## src/rtl/adaptive_energy_speech_detector_core_macros.svh

```systemverilog
// assertion macros for the speech detector
`ifndef ADAPTIVE_ENERGY_SPEECH_DETECTOR_CORE_MACROS_SVH
`define ADAPTIVE_ENERGY_SPEECH_DETECTOR_CORE_MACROS_SVH

// same-cycle implication, checked out of reset
`define AESD_ASSERT_NOW(name, pre, post, msg) \
	name: assert property (@(posedge clk) disable iff (!arst_n) (pre) |-> (post)) \
		else $error(msg);

// next-cycle implication, checked out of reset
`define AESD_ASSERT_NEXT(name, pre, post, msg) \
	name: assert property (@(posedge clk) disable iff (!arst_n) (pre) |=> (post)) \
		else $error(msg);

`endif

```

## src/rtl/aesd_pkg.sv

```systemverilog
// types and constants shared by the speech detector files
`default_nettype none

package aesd_pkg;

	localparam int SAMPLE_W = 16;
	localparam int SQ_W     = 31;
	localparam int LEVEL_W  = 40;
	localparam int FORGET_W = 8;
	localparam int ADJ_W    = 16;
	localparam int THR_W    = 24;
	localparam int CFG_W    = 24;
	localparam int IDX_W    = 2;
	localparam int MUL_A_W  = 40;
	localparam int MUL_B_W  = 16;
	localparam int PROD_W   = MUL_A_W + MUL_B_W;
	localparam int DIV_W    = LEVEL_W + FORGET_W;
	localparam int CNT_W    = 6;
	localparam int SQ_SHIFT = 16;
	localparam int Q_FRAC   = 8;

	typedef logic [IDX_W-1:0] cfg_idx_t;

	localparam cfg_idx_t REG_FORGET    = 2'd0;
	localparam cfg_idx_t REG_ADJUST    = 2'd1;
	localparam cfg_idx_t REG_THRESHOLD = 2'd2;

	localparam logic [FORGET_W-1:0] FORGET_RST = 8'd1;
	localparam logic [ADJ_W-1:0]    ADJUST_RST = 16'd3277;
	localparam logic [THR_W-1:0]    THRESH_RST = 24'd2560;

	typedef enum logic [3:0] {
		ST_IDLE,
		ST_SQ_NEW,
		ST_SQ_OLD,
		ST_ROOT,
		ST_REC_LO,
		ST_REC_HI,
		ST_MUL_L,
		ST_ADD_L,
		ST_DIV_L,
		ST_MUL_B,
		ST_ADD_B,
		ST_DECIDE,
		ST_WRITE
	} aesd_state_t;

endpackage

`default_nettype wire

```

## src/rtl/aesd_if.sv

```systemverilog
// handshake channels for the speech detector
`default_nettype none

interface aesd_audio_if import aesd_pkg::*; ();
	logic                       valid;
	logic                       ready;
	logic signed [SAMPLE_W-1:0] sample;
	logic                       restart;

	modport source (output valid, output sample, output restart, input ready);
	modport sink   (input valid, input sample, input restart, output ready);
endinterface

interface aesd_decision_if;
	logic valid;
	logic ready;
	logic speech;

	modport source (output valid, output speech, input ready);
	modport sink   (input valid, input speech, output ready);
endinterface

`default_nettype wire

```

## src/rtl/aesd_cmpsub.sv

```systemverilog
// shared compare and subtract unit used by root and division steps
`default_nettype none

module aesd_cmpsub #(
	parameter int W = 29
) (
	input  wire logic [W-1:0] a,
	input  wire logic [W-1:0] b,
	output logic              ge,
	output logic [W-1:0]      diff
);

	assign ge   = (a >= b);
	assign diff = a - b;

endmodule

`default_nettype wire

```

## src/rtl/adaptive_energy_speech_detector.sv

```systemverilog
// top level of the adaptive energy speech detector
// usage
//   audio: one signed 16-bit sample per word with a restart mark; a word is
//   taken when valid and ready are both high, ready is high only while the
//   sequencer is idle
//   decision: one speech flag per sample word, held in an output register
//   until the receiver takes it
//   cfg_we/cfg_index/cfg_data: register writes, only while the block is idle
// sequence, from accept to next accept
//   warm-up words (fewer than WINDOW-1 samples since restart) only square the
//   samples; the seeding word adds the bit-serial root of ROOT_W bits, ROOT_W =
//   ceil((31 + clog2(WINDOW) + 16) / 2), and the reciprocal multiply for the
//   divide by WINDOW in two halves; a tracking word adds the 48-step divide
//   by forget_factor+1, which shares one compare-subtract unit with the root
// reset
//   window empty, levels zero, registers at their defaults; no clearing pass:
//   window entries not yet rewritten since restart read as zero by fill count
// stall
//   a finished flag waits in the output register; the next word is accepted
//   meanwhile and its result waits at the final step until the register frees
`default_nettype none

`include "adaptive_energy_speech_detector_core_macros.svh"

module adaptive_energy_speech_detector_core import aesd_pkg::*; #(
	parameter int WINDOW = 64
) (
	input  wire logic             clk,
	input  wire logic             arst_n,
	aesd_audio_if.sink            audio,
	aesd_decision_if.source       decision,
	input  wire logic             cfg_we,
	input  wire logic [IDX_W-1:0] cfg_index,
	input  wire logic [CFG_W-1:0] cfg_data
);

	// widths that follow from the window length
	localparam int SUM_W  = SQ_W + $clog2(WINDOW);
	localparam int ROOT_W = (SUM_W + SQ_SHIFT + 1) / 2;
	localparam int RAD_W  = 2 * ROOT_W;
	localparam int UW     = ROOT_W + 2;
	localparam int POS_W  = (WINDOW > 1) ? $clog2(WINDOW) : 1;
	localparam int SEEN_W = $clog2(WINDOW + 1);
	localparam int REC_SHIFT = ROOT_W + $clog2(WINDOW);
	localparam int REC_W     = PROD_W + MUL_B_W + 1;

	localparam logic [SEEN_W-1:0] SEEN_FULL = SEEN_W'(WINDOW);
	localparam logic [SEEN_W-1:0] SEEN_SEED = SEEN_W'(WINDOW - 1);
	localparam logic [POS_W-1:0]  POS_LAST  = POS_W'(WINDOW - 1);
	localparam logic [CNT_W-1:0]  ROOT_STEPS = CNT_W'(ROOT_W - 1);
	localparam logic [CNT_W-1:0]  DIV_STEPS  = CNT_W'(DIV_W - 1);

	// rounded-up reciprocal of the window length, exact for any root value
	localparam logic [63:0] RECIP =
		((64'd1 << REC_SHIFT) + 64'(WINDOW) - 64'd1) / 64'(WINDOW);
	localparam logic [MUL_B_W-1:0] RECIP_LO = RECIP[MUL_B_W-1:0];
	localparam logic [MUL_B_W-1:0] RECIP_HI = RECIP[2*MUL_B_W-1:MUL_B_W];

	// configuration registers
	logic [FORGET_W-1:0] forget_q;
	logic [ADJ_W-1:0]    adjust_q;
	logic [THR_W-1:0]    thresh_q;

	always_ff @(posedge clk or negedge arst_n) begin
		if (!arst_n) begin
			forget_q <= FORGET_RST;
			adjust_q <= ADJUST_RST;
			thresh_q <= THRESH_RST;
		end else if (cfg_we) begin
			unique case (cfg_index)
				REG_FORGET:    forget_q <= cfg_data[FORGET_W-1:0];
				REG_ADJUST:    adjust_q <= cfg_data[ADJ_W-1:0];
				REG_THRESHOLD: thresh_q <= cfg_data[THR_W-1:0];
				default:       ;
			endcase
		end
	end

	// sequencer and window state
	aesd_state_t state_q, state_nx;

	logic [SAMPLE_W-1:0] sample_q;
	logic [SAMPLE_W-1:0] rd_q;
	logic [SEEN_W-1:0]   seen_q;
	logic [POS_W-1:0]    wpos_q;
	logic [SUM_W-1:0]    sum_q;
	logic [SQ_W-1:0]     sqnew_q;
	logic [SQ_W-1:0]     sqold_q;
	logic [RAD_W-1:0]    rad_q;
	logic [ROOT_W-1:0]   root_q;
	logic [UW-1:0]       rem_q;
	logic [DIV_W-1:0]    div_q;
	logic [CNT_W-1:0]    cnt_q;
	logic [PROD_W-1:0]   prod_q;
	logic [LEVEL_W-1:0]  energy_q;
	logic [LEVEL_W-1:0]  level_q;
	logic [LEVEL_W-1:0]  bg_q;
	logic                flag_q;
	logic                out_valid_q;
	logic                speech_q;

	logic [SAMPLE_W-1:0] hist [WINDOW];

	// control decodes
	logic                in_fire;
	logic                out_free;
	logic                seed;
	logic                tracking;
	logic [UW-1:0]       unit_a;
	logic [UW-1:0]       unit_b;
	logic                unit_ge;
	logic [UW-1:0]       unit_diff;
	logic [UW-1:0]       rem_nx;
	logic [DIV_W-1:0]    div_nx;
	logic [ROOT_W-1:0]   root_nx;
	logic [MUL_A_W-1:0]  mul_a;
	logic [MUL_B_W-1:0]  mul_b;
	logic [PROD_W-1:0]   mul_p;
	logic [REC_W-1:0]    rec_sum;
	logic [LEVEL_W-1:0]  energy_nx;
	logic [SAMPLE_W-1:0] mag_new;
	logic [SAMPLE_W-1:0] mag_old;
	logic [POS_W-1:0]    rd_addr;
	logic [LEVEL_W-1:0]  level_cl;
	logic                e_below;

	assign in_fire  = audio.valid && audio.ready;
	assign out_free = !out_valid_q || decision.ready;
	assign seed     = (seen_q == SEEN_SEED);
	assign tracking = (seen_q >= SEEN_SEED);
	assign e_below  = (energy_q < bg_q);
	assign rd_addr  = audio.restart ? '0 : wpos_q;

	// magnitudes of the new and the leaving sample; the leaving one only
	// counts once the window has filled since the last restart
	assign mag_new = sample_q[SAMPLE_W-1] ? (~sample_q + 1'b1) : sample_q;
	assign mag_old = (seen_q != SEEN_FULL) ? '0 :
		(rd_q[SAMPLE_W-1] ? (~rd_q + 1'b1) : rd_q);

	aesd_cmpsub #(.W(UW)) u_cmpsub (
		.a    (unit_a),
		.b    (unit_b),
		.ge   (unit_ge),
		.diff (unit_diff)
	);

	assign rem_nx  = unit_ge ? unit_diff : unit_a;
	assign div_nx  = {div_q[DIV_W-2:0], unit_ge};
	assign root_nx = {root_q[ROOT_W-2:0], unit_ge};

	// root times reciprocal: upper half now, lower half from the last cycle
	assign mul_p     = mul_a * mul_b;
	assign rec_sum   = {1'b0, mul_p, {MUL_B_W{1'b0}}} + {{(MUL_B_W+1){1'b0}}, prod_q};
	assign energy_nx = LEVEL_W'(rec_sum >> REC_SHIFT);

	// next state
	always_comb begin
		state_nx = state_q;
		unique case (state_q)
			ST_IDLE:   if (in_fire) state_nx = ST_SQ_NEW;
			ST_SQ_NEW: state_nx = ST_SQ_OLD;
			ST_SQ_OLD: state_nx = tracking ? ST_ROOT : ST_WRITE;
			ST_ROOT:   if (cnt_q == '0) state_nx = ST_REC_LO;
			ST_REC_LO: state_nx = ST_REC_HI;
			ST_REC_HI: state_nx = seed ? ST_WRITE : ST_MUL_L;
			ST_MUL_L:  state_nx = ST_ADD_L;
			ST_ADD_L:  state_nx = ST_DIV_L;
			ST_DIV_L:  if (cnt_q == '0) state_nx = ST_MUL_B;
			ST_MUL_B:  state_nx = ST_ADD_B;
			ST_ADD_B:  state_nx = ST_DECIDE;
			ST_DECIDE: state_nx = ST_WRITE;
			ST_WRITE:  if (out_free) state_nx = ST_IDLE;
			default:   state_nx = ST_IDLE;
		endcase
	end

	// operand selection for the shared unit and the multiplier
	always_comb begin
		unit_a = {rem_q[UW-2:0], div_q[DIV_W-1]};
		unit_b = UW'(forget_q) + UW'(1);
		mul_a  = MUL_A_W'(mag_new);
		mul_b  = MUL_B_W'(mag_new);
		unique case (state_q)
			ST_ROOT: begin
				unit_a = {rem_q[UW-3:0], rad_q[RAD_W-1 -: 2]};
				unit_b = {root_q, 2'b01};
			end
			ST_SQ_OLD: begin
				mul_a = MUL_A_W'(mag_old);
				mul_b = mag_old;
			end
			ST_REC_LO: begin
				mul_a = MUL_A_W'(root_q);
				mul_b = RECIP_LO;
			end
			ST_REC_HI: begin
				mul_a = MUL_A_W'(root_q);
				mul_b = RECIP_HI;
			end
			ST_MUL_L: begin
				mul_a = level_q;
				mul_b = MUL_B_W'(forget_q);
			end
			ST_MUL_B: begin
				mul_a = energy_q - bg_q;
				mul_b = adjust_q;
			end
			default: ;
		endcase
	end

	assign level_cl = (level_q < bg_q) ? bg_q : level_q;

	always_ff @(posedge clk or negedge arst_n) begin
		if (!arst_n) begin
			state_q     <= ST_IDLE;
			seen_q      <= '0;
			wpos_q      <= '0;
			sum_q       <= '0;
			level_q     <= '0;
			bg_q        <= '0;
		end else begin
			state_q <= state_nx;
			unique case (state_q)
				ST_IDLE: begin
					if (in_fire && audio.restart) begin
						seen_q <= '0;
						wpos_q <= '0;
						sum_q  <= '0;
					end
				end
				ST_REC_HI: begin
					if (seed) begin
						bg_q    <= energy_nx;
						level_q <= LEVEL_W'(sqnew_q) << Q_FRAC;
					end
				end
				ST_DIV_L: begin
					if (cnt_q == '0) level_q <= div_nx[LEVEL_W-1:0];
				end
				ST_ADD_B: begin
					if (e_below) bg_q <= energy_q;
					else bg_q <= bg_q + prod_q[PROD_W-1:ADJ_W];
				end
				ST_DECIDE: level_q <= level_cl;
				ST_WRITE: begin
					if (out_free) begin
						sum_q       <= sum_q - SUM_W'(sqold_q) + SUM_W'(sqnew_q);
						wpos_q      <= (wpos_q == POS_LAST) ? '0 : wpos_q + 1'b1;
						if (seen_q != SEEN_FULL) seen_q <= seen_q + 1'b1;
					end
				end
				default: ;
			endcase
		end
	end

	// output register valid: loaded at the final step, freed when taken
	always_ff @(posedge clk or negedge arst_n) begin
		if (!arst_n) begin
			out_valid_q <= 1'b0;
		end else if (state_q == ST_WRITE && out_free) begin
			out_valid_q <= 1'b1;
		end else if (decision.ready) begin
			out_valid_q <= 1'b0;
		end
	end

	// payload and working registers
	always_ff @(posedge clk) begin
		if (in_fire) begin
			sample_q <= audio.sample;
			rd_q     <= hist[rd_addr];
		end
		unique case (state_q)
			ST_SQ_NEW: sqnew_q <= mul_p[SQ_W-1:0];
			ST_SQ_OLD: begin
				sqold_q <= mul_p[SQ_W-1:0];
				flag_q  <= 1'b1;
				rad_q   <= {{(RAD_W-SUM_W){1'b0}}, sum_q} << SQ_SHIFT;
				rem_q   <= '0;
				root_q  <= '0;
				cnt_q   <= ROOT_STEPS;
			end
			ST_ROOT: begin
				rem_q  <= rem_nx;
				root_q <= root_nx;
				rad_q  <= rad_q << 2;
				cnt_q  <= cnt_q - 1'b1;
			end
			ST_REC_LO: prod_q <= mul_p;
			ST_REC_HI: energy_q <= energy_nx;
			ST_MUL_L: prod_q <= mul_p;
			ST_ADD_L: begin
				div_q <= prod_q[DIV_W-1:0] + DIV_W'(energy_q);
				rem_q <= '0;
				cnt_q <= DIV_STEPS;
			end
			ST_DIV_L: begin
				rem_q <= rem_nx;
				div_q <= div_nx;
				cnt_q <= cnt_q - 1'b1;
			end
			ST_MUL_B: prod_q <= mul_p;
			ST_DECIDE: flag_q <= ((level_cl - bg_q) > LEVEL_W'(thresh_q));
			ST_WRITE: begin
				if (out_free) begin
					hist[wpos_q] <= sample_q;
					speech_q     <= flag_q;
				end
			end
			default: ;
		endcase
	end

	assign audio.ready     = (state_q == ST_IDLE);
	assign decision.valid  = out_valid_q;
	assign decision.speech = speech_q;

	`AESD_ASSERT_NEXT(a_accept_starts, in_fire, state_q == ST_SQ_NEW, "accept did not start work")
	`AESD_ASSERT_NOW(a_seen_bound, 1'b1, seen_q <= SEEN_FULL, "fill count beyond window")
	`AESD_ASSERT_NOW(a_div_rem, state_q == ST_DIV_L, rem_q < UW'(forget_q) + UW'(1), "remainder too big")
	`AESD_ASSERT_NEXT(a_restart_clears, in_fire && audio.restart, seen_q == '0, "restart kept count")
	`AESD_ASSERT_NOW(a_level_floor, state_q == ST_WRITE && tracking && !seed, level_q >= bg_q, "level below background")

endmodule

`default_nettype wire
```

## src/flat_wrapper.sv

```systemverilog
// flat-port wrapper written by rule: the top's interface ports become plain ports
module adaptive_energy_speech_detector_core_flat import aesd_pkg::*;
#(
	parameter int WINDOW = 64
)
  (clk, arst_n, cfg_we, cfg_index, cfg_data, audio_valid, audio_sample, audio_restart, audio_ready, decision_valid, decision_speech, decision_ready);
  aesd_audio_if audio_i ();
  aesd_decision_if decision_i ();
  input  wire logic clk;
  input  wire logic arst_n;
  input  wire logic cfg_we;
  input  wire logic [IDX_W-1:0] cfg_index;
  input  wire logic [CFG_W-1:0] cfg_data;
  input wire logic [$bits(audio_i.valid)-1:0] audio_valid;
  input wire logic [$bits(audio_i.sample)-1:0] audio_sample;
  input wire logic [$bits(audio_i.restart)-1:0] audio_restart;
  output wire logic [$bits(audio_i.ready)-1:0] audio_ready;
  output wire logic [$bits(decision_i.valid)-1:0] decision_valid;
  output wire logic [$bits(decision_i.speech)-1:0] decision_speech;
  input wire logic [$bits(decision_i.ready)-1:0] decision_ready;
  assign audio_i.valid = audio_valid;
  assign audio_i.sample = audio_sample;
  assign audio_i.restart = audio_restart;
  assign audio_ready = audio_i.ready;
  assign decision_valid = decision_i.valid;
  assign decision_speech = decision_i.speech;
  assign decision_i.ready = decision_ready;
  adaptive_energy_speech_detector_core #(.WINDOW(WINDOW)) u_core (.clk(clk), .arst_n(arst_n), .audio(audio_i), .decision(decision_i), .cfg_we(cfg_we), .cfg_index(cfg_index), .cfg_data(cfg_data));
endmodule
```

## config.mk

```make
export PLATFORM = sky130hd
export DESIGN_NAME = adaptive_energy_speech_detector_core_flat
export DESIGN_NICKNAME = d
export VERILOG_FILES = /design/src/rtl/aesd_pkg.sv /design/src/rtl/aesd_if.sv /design/src/rtl/aesd_cmpsub.sv /design/src/rtl/adaptive_energy_speech_detector.sv /design/src/flat_wrapper.sv
export VERILOG_INCLUDE_DIRS = /design/src /design/src/rtl
export SDC_FILE = /design/constraint.sdc
export NUM_CORES = 2
export LEC_CHECK = 0
export BUFFER_PORTS_ARGS = -buffer_cell sky130_fd_sc_hd__buf_4
export CAP_MARGIN = 20
export CORE_ASPECT_RATIO = 2
export CORE_MARGIN = 4
export CORE_UTILIZATION = 50
export DETAILED_ROUTE_END_ITERATION = 7
export PLACE_DENSITY = 0.7
export REMOVE_ABC_BUFFERS = 1
export SETUP_SLACK_MARGIN = 0.1
export SYNTH_ARGS = -nofsm -noshare
export SYNTH_HDL_FRONTEND = slang
export SYNTH_SLANG_ARGS = --single-unit
```

## constraint.sdc

```tcl
create_clock -name clk -period 14.19 [get_ports clk]
set_clock_uncertainty 0.2 [all_clocks]
set_input_delay 2.838 -clock clk [delete_from_list [all_inputs] [get_ports clk]]
set_output_delay 2.838 -clock clk [all_outputs]
set_load 0.01 [all_outputs]
```

# Word-level counts from Yosys, hierarchy flattened
# Memories as Yosys holds them, arrays and structs flattened. A register that Yosys moved wholly into a read port is not among the register bits.
# Index checks and enable logic that the tools add are counted.
[classes]
addsub = 14
multipliers = 1
div = 0
n_lt_le_gt_ge = 5
n_eq_ne = 24
shift = 0
mux = 45
n_bitwise = 2
n_reduce_logical = 30
[op_table]
columns = ["op", "n"]
rows = [
  ["2-to-1 mux 40 bit", 5],
  ["case mux 40 bit (4 select lines)", 1],
  ["case mux 40 bit (3 select lines)", 1],
  ["case mux 54 bit (2 select lines)", 1],
  ["case mux 48 bit (2 select lines)", 1],
  ["< comparator 40 bit", 2],
  ["case mux 16 bit (5 select lines)", 1],
  ["case mux 40 bit (2 select lines)", 1],
  ["subtractor 40 bit", 2],
  ["2-to-1 mux 37 bit", 2],
  ["case mux 37 bit (2 select lines)", 1],
  ["adder 72 x 56 -> 73 bit", 1],
  ["2-to-1 mux 29 bit", 2],
  ["multiplier 40 x 16 -> 56 bit", 1],
  ["case mux 28 bit (2 select lines)", 1],
  ["case mux 27 bit (2 select lines)", 1],
  ["case mux 4 bit (13 select lines)", 1],
  ["adder 48 x 40 -> 48 bit", 1],
  ["2-to-1 mux 16 bit", 3],
  ["adder 40 bit", 1],
  ["greater-than comparator 40 x 24 -> 1 bit", 1],
  ["adder 37 x 31 -> 37 bit", 1],
  ["subtractor 37 x 31 -> 37 bit", 1],
  ["adder 16 x 1 -> 16 bit, second input constant", 2],
  ["41 further kinds", 86],
]
[totals]
register_bits = 522
latch_bits = 0
ramBits = 1024
romBits = 0
input_bits = 48
output_inout_bits = 3
mem_count = 1
[memory_table]
columns = ["memory", "depth", "width", "rd", "rd_clocked_by_memory_dff", "write_ports", "line_no", "source"]
rows = [
  ["u_core.hist", 64, 16, 1, 1, 1, "adaptive_energy_speech_detector.sv:102", "logic [SAMPLE_W-1:0] hist [WINDOW];"],
]

# Depth between registers and ports, before layout
[logic_depth]
depth_word = 9
depth_mapped = 51
ltp_nobuf = 49

# Cells and area by module
# A second synthesis with hierarchy kept.
[unflattened]
hier_cells = 8804
hier_area_um2 = 99554.2
[by_module_without_submodules]
columns = ["mod", "instances", "cells_per_inst", "area_each_um2", "seq_area_each_um2"]
rows = [
  ["adaptive_energy_speech_detector_core", 1, 8508, 97608.6, 45521.2],
  ["aesd_cmpsub", 1, 296, 1945.6, 0.0],
]

# Worst setup path after synthesis
# No wires, ideal clock.
[synth_path]
path_kind = "register to register"
start = "register u_core.state_q[3]"
end = "register u_core.bg_q[22]"
setup_time_ns = 0.087
t_arrival_ns = 11.188
path_slack_ns = 2.715
stages_incl_launch_ff = 42
n_path_buf = 4
period_less_slack_ns = 11.475
cell_sequence = "dfrtp_1 > or2_2 > buf_2 > nor2_1 > nand2_1 > o21ai_0 > a221o_1 > clkbuf_1 > and2_1 > clkbuf_1 > nand2_1 > fa_1 > fa_1 > inv_1 > fa_1 > inv_1 > fa_1 > inv_1 > [6 not listed] > o31ai_4 > nand2_1 > a31oi_1 > o21ai_0 > xnor2_1 > ha_1 > clkbuf_1 > a211oi_1 > o211ai_1 > o21ai_0 > nor2b_1 > a2111oi_4 > a21oi_1 > a221o_1 > a21oi_1 > xnor2_1 > nand2_1 > a22oi_1"
[synth_via]
elab_chain_cells = 7
[synth_lines]
columns = ["element", "line_no", "source"]
rows = [
  ["start, declared", "adaptive_energy_speech_detector.sv:80", "aesd_state_t state_q, state_nx;"],
  ["start signal, assigned", "adaptive_energy_speech_detector.sv:223", "state_q <= state_nx;"],
  ["equality test 4 x 3 -> 1 bit", "adaptive_energy_speech_detector.sv:183", "unique case (state_q)"],
  ["OR reduction 2 bit (no source line)", "--", ""],
  ["case mux 40 bit (4 select lines)", "adaptive_energy_speech_detector.sv:183", ""],
  ["multiplier 40 x 16 -> 56 bit (*)", "adaptive_energy_speech_detector.sv:152", "assign mul_p = mul_a * mul_b;"],
  ["via u_core.mul_p[25]", "adaptive_energy_speech_detector.sv:118", "logic [PROD_W-1:0] mul_p;"],
  ["adder 72 x 56 -> 73 bit (*)", "adaptive_energy_speech_detector.sv:153", "assign rec_sum = {1'b0, mul_p, {MUL_B_W{1'b0}}} + {{(MUL_B_W+1){1'b0}}, prod_q};"],
  ["via u_core.rec_sum[55]", "adaptive_energy_speech_detector.sv:119", "logic [REC_W-1:0] rec_sum;"],
  ["2-to-1 mux 40 bit (*)", "adaptive_energy_speech_detector.sv:233", "if (seed) begin"],
  ["case mux 40 bit (2 select lines) (*)", "adaptive_energy_speech_detector.sv:224", "unique case (state_q)"],
  ["end signal, assigned", "adaptive_energy_speech_detector.sv:234", "bg_q <= energy_nx;"],
  ["end signal, assigned", "adaptive_energy_speech_detector.sv:242", "if (e_below) bg_q <= energy_q;"],
  ["end signal, assigned", "adaptive_energy_speech_detector.sv:243", "else bg_q <= bg_q + prod_q[PROD_W-1:ADJ_W];"],
  ["end, declared", "adaptive_energy_speech_detector.sv:97", "logic [LEVEL_W-1:0] bg_q;"],
]
# The timed path passes the listed nets; every way through them passes the cells marked *. The select of a mux whose other input is x is not followed.
# A chain may end at the register's enable or synchronous reset.

# Worst setup path after layout
[layout_path]
start = "register u_core.state_q[0]"
end = "register u_core.bg_q[19]"
# Same word-level chain as after synthesis.

==> key figures <==
Finish
  • Fin nets: 9661
  • Layout cells sized above 1: 10.2%
  • Synth-to-Final Area Change: 9.02%

Logic synthesis
  • Post-synthesis adder-cell area fraction: 17.5%
  • Synth Warn #: 0
  • Post-synth EDFFs: 1363
  • Syn Std Cell Area: 98000 um^2
  • Async SR Flop Fraction: 11.8%
  • Seq/Total Area, Yosys: 46.4%
  • Area contributors post-synth: edfxtp_1 42%, fa_1 12%, ha_1 5.9%
  • Post-synthesis simple-gate area fraction: 10.7%
  • Main combinational cell family by area after synthesis: adder cells
  • XOR/XNOR Fraction of Synth Area: 2.73%
  • Yosys top cell by area: edfxtp_1
  • Seq cells post-synth: between 1500 and 2000
  • Ys flop type: edfxtp_1
  • Complex-gate fraction of the synthesized area: 10.6%
  • Post-synthesis mux area share: 7.22%
  • Post-Synthesis Cells: between 8000 and 9000
  • Count of cell types in the netlist: 108
  • Post-synth top area share: a little over two fifths
  • Synthesized area per cell: around 11 um^2

Global route
  • Global-route wire length before repair: 522 mm
  • Vias in the first global route: around 74000
  • Total gr overflow: 0
  • All-Layer GR Usage: 36.1%
  • Initial antenna violation count: 48
  • Largest net degree at the start of global routing: 138

CTS
  • Worst skew pair latency: 840 ps
  • Num CTS Buffers: 148
  • Resized Gates After CTS: 0
  • CTS tree: done
  • Maximum clock path buffer count: 4
  • Post-CTS setup buffers: 0
  • CTS clk-pin slew, worst paths: ~70 ps
  • Root Driver: clkbuf_16
  • Hold Buf Count CTS: 0
  • CTS Sinks: ~1500
  • CTS H-tree depth: 4

Timing
  • Worst slew pin tran: 1470 ps
  • Slew Viols, Final: 0
  • Max-slew headroom: under 10%
  • Minimum clock period after layout: 13730 ps
  • Final Hold Fails: 0
  • Period utilisation layout: 96.7%
  • Final setup viols: 0
  • RSZ-0062 raised after global routing: no
  • Final worst setup slack: 464 ps
  • Fmax: 0.0729 GHz

Critical path
  • Worst reg2reg endpoint: u_core.bg_q[19]
  • CP Class: register to register
  • Worst Setup Start Kind: register
  • CP peak stage delay: 830 ps
  • FF-to-FF setup slack: ~460 ps
  • CP Max Fanout: 21
  • Worst setup EP type: register
  • R2R depth: 39
  • CP bufs+invs: 7
  • Critical path depth: 39
  • Critical path's slowest cell: nor2_2
  • Kind of cell adding the most delay to the critical path: adder cells
  • Reg-to-Reg Start: u_core.state_q[0]
  • WP data required: 14750 ps
  • Crit path DAT: 14290 ps
  • Worst setup path end: u_core.bg_q[19]
  • Worst setup path start: u_core.state_q[0]

Hold path
  • HP Class: register to register

Route
  • Initial DRC Count: approximately 6900
  • Routed WL per cell: 32.7 um
  • Post-route ant nets: 0
  • DR vias/cell: 6.38
  • DR pass1 iterations: 6
  • Total routed wirelength: 368 mm
  • DRC viols: 0
  • Via count: just over 70000

Floorplan
  • Die H: about 630 um
  • Chip width: 321 um
  • Die area: 204000 um^2
  • Initial Utilization: between 50% and 60%
  • Row cnt: 229
  • # IOs: slightly above 50
  • Core area: 195000 um^2

Placed design
  • PortBufs: 50
  • Pre-CTS setup slack: 929 ps
  • GPL Wtd Cong: 1.07
  • DP Wirelength: 276 mm

Flow run
  • Max Cap Viol: 0

Run status
  • Status: completed
metal layers:
metal	vias to the layer above	global-route usage, %	part of all wire, %
met5	-	0	0.033
met2	3675	61.4	50
met3	1769	7.65	6.4
li1	30400	-	-
met4	16	42.8	15
met1	35900	33.1	29
area by class of cell:
class	count	area, um^2
multi-input combinational	5751	48000
clock inverter	66	702
antenna	27	67.6
inverter	872	3270
sequential	1546	45500
tap	2541	3180
fill	16500	87900
clock buffer	185	4000
timing repair buffer	266	2120
cell families (layout without fill, tap and decap cells):
logic type / Yosys count / in the layout
compound gates: 1599 / 1599
xor+xnor: 300 / 300
fa+ha+maj: 1028 / 1028
buf+inv: 1242 / 1389
flops: 1546 / 1546
mux: 456 / 456
other cells: 0 / 27
simple gates: 2368 / 2368
layout by cell type, fill, tap and decap left out, types with 39 or more instances in the layout:
master	n
o21ai_0	301
fa_1	566
o21bai_1	40
xnor2_1	160
dfrtp_1	171
nor2_1	535
a21oi_1	395
nand4_1	62
mux2_2	86
nand3_1	110
and2_1	97
mux4_2	192
o21a_1	56
a41oi_1	39
inv_1	871
and3_1	70
mux2i_1	178
nand2b_1	74
a21o_1	148
ha_1	462
buf_4	255
a211oi_1	80
xor2_1	133
edfxtp_1	1363
nand2_1	1138
o22ai_1	151
nor3_1	74
clkbuf_16	150
nor2b_1	44
a31oi_1	62
through the flow:
step	utilization (%)	TNS, ps	hold slack (ps)	instance area, um^2	cells
after global placement	52.3	0	231	102000	11000
final	54.9	0	245	107000	11300
after detailed placement	52.4	0	237	102000	11000
after floorplan	-	-129160	200	96600	8169
after global routing	54.8	0	257	107000	11200
after CTS	54.8	0	249	107000	11200
registers in the layout, summed over array words and instances, names as in the netlist, 24 cells and up:
name and cells:
u_core.thresh_q 24, u_core.hist 1024, u_core.div_q 48, u_core.energy_q 40, u_core.sqold_q 31, u_core.rad_q 38
u_core.sum_q 37, u_core.root_q 27, u_core.bg_q 40, u_core.rem_q 28, u_core.prod_q 56, u_core.level_q 40
u_core.sqnew_q 31
synthesized netlist by cell type (all sizes together), types with 80 or more instances:
cell	count
o21ai	329
o22ai	151
nand3	112
clkbuf	290
and2	100
mux4	192
edfxtp	1363
xor2	136
nor2	557
nand2	1139
a21oi	404
ha	462
inv	872
xnor2	164
fa	566
buf	80
a211oi	83
mux2	86
mux2i	178
a21o	149
dfrtp	173
how the worst min path moves through the flow:
stage / startpoint / to / depth (start not counted)
6_report: u_core.flag_q / u_core.decision.speech / 0
4_1_cts: u_core.flag_q / u_core.decision.speech / 0
2_1_floorplan: u_core.flag_q / u_core.decision.speech / 0
3_5_place_dp: u_core.flag_q / u_core.decision.speech / 0
5_1_grt: u_core.flag_q / u_core.decision.speech / 0
3_3_place_gp: u_core.flag_q / u_core.decision.speech / 0
Power is left out: the tool's default activity adds up to more than one toggle a clock period on the data nets, which glitch-free logic cannot reach.
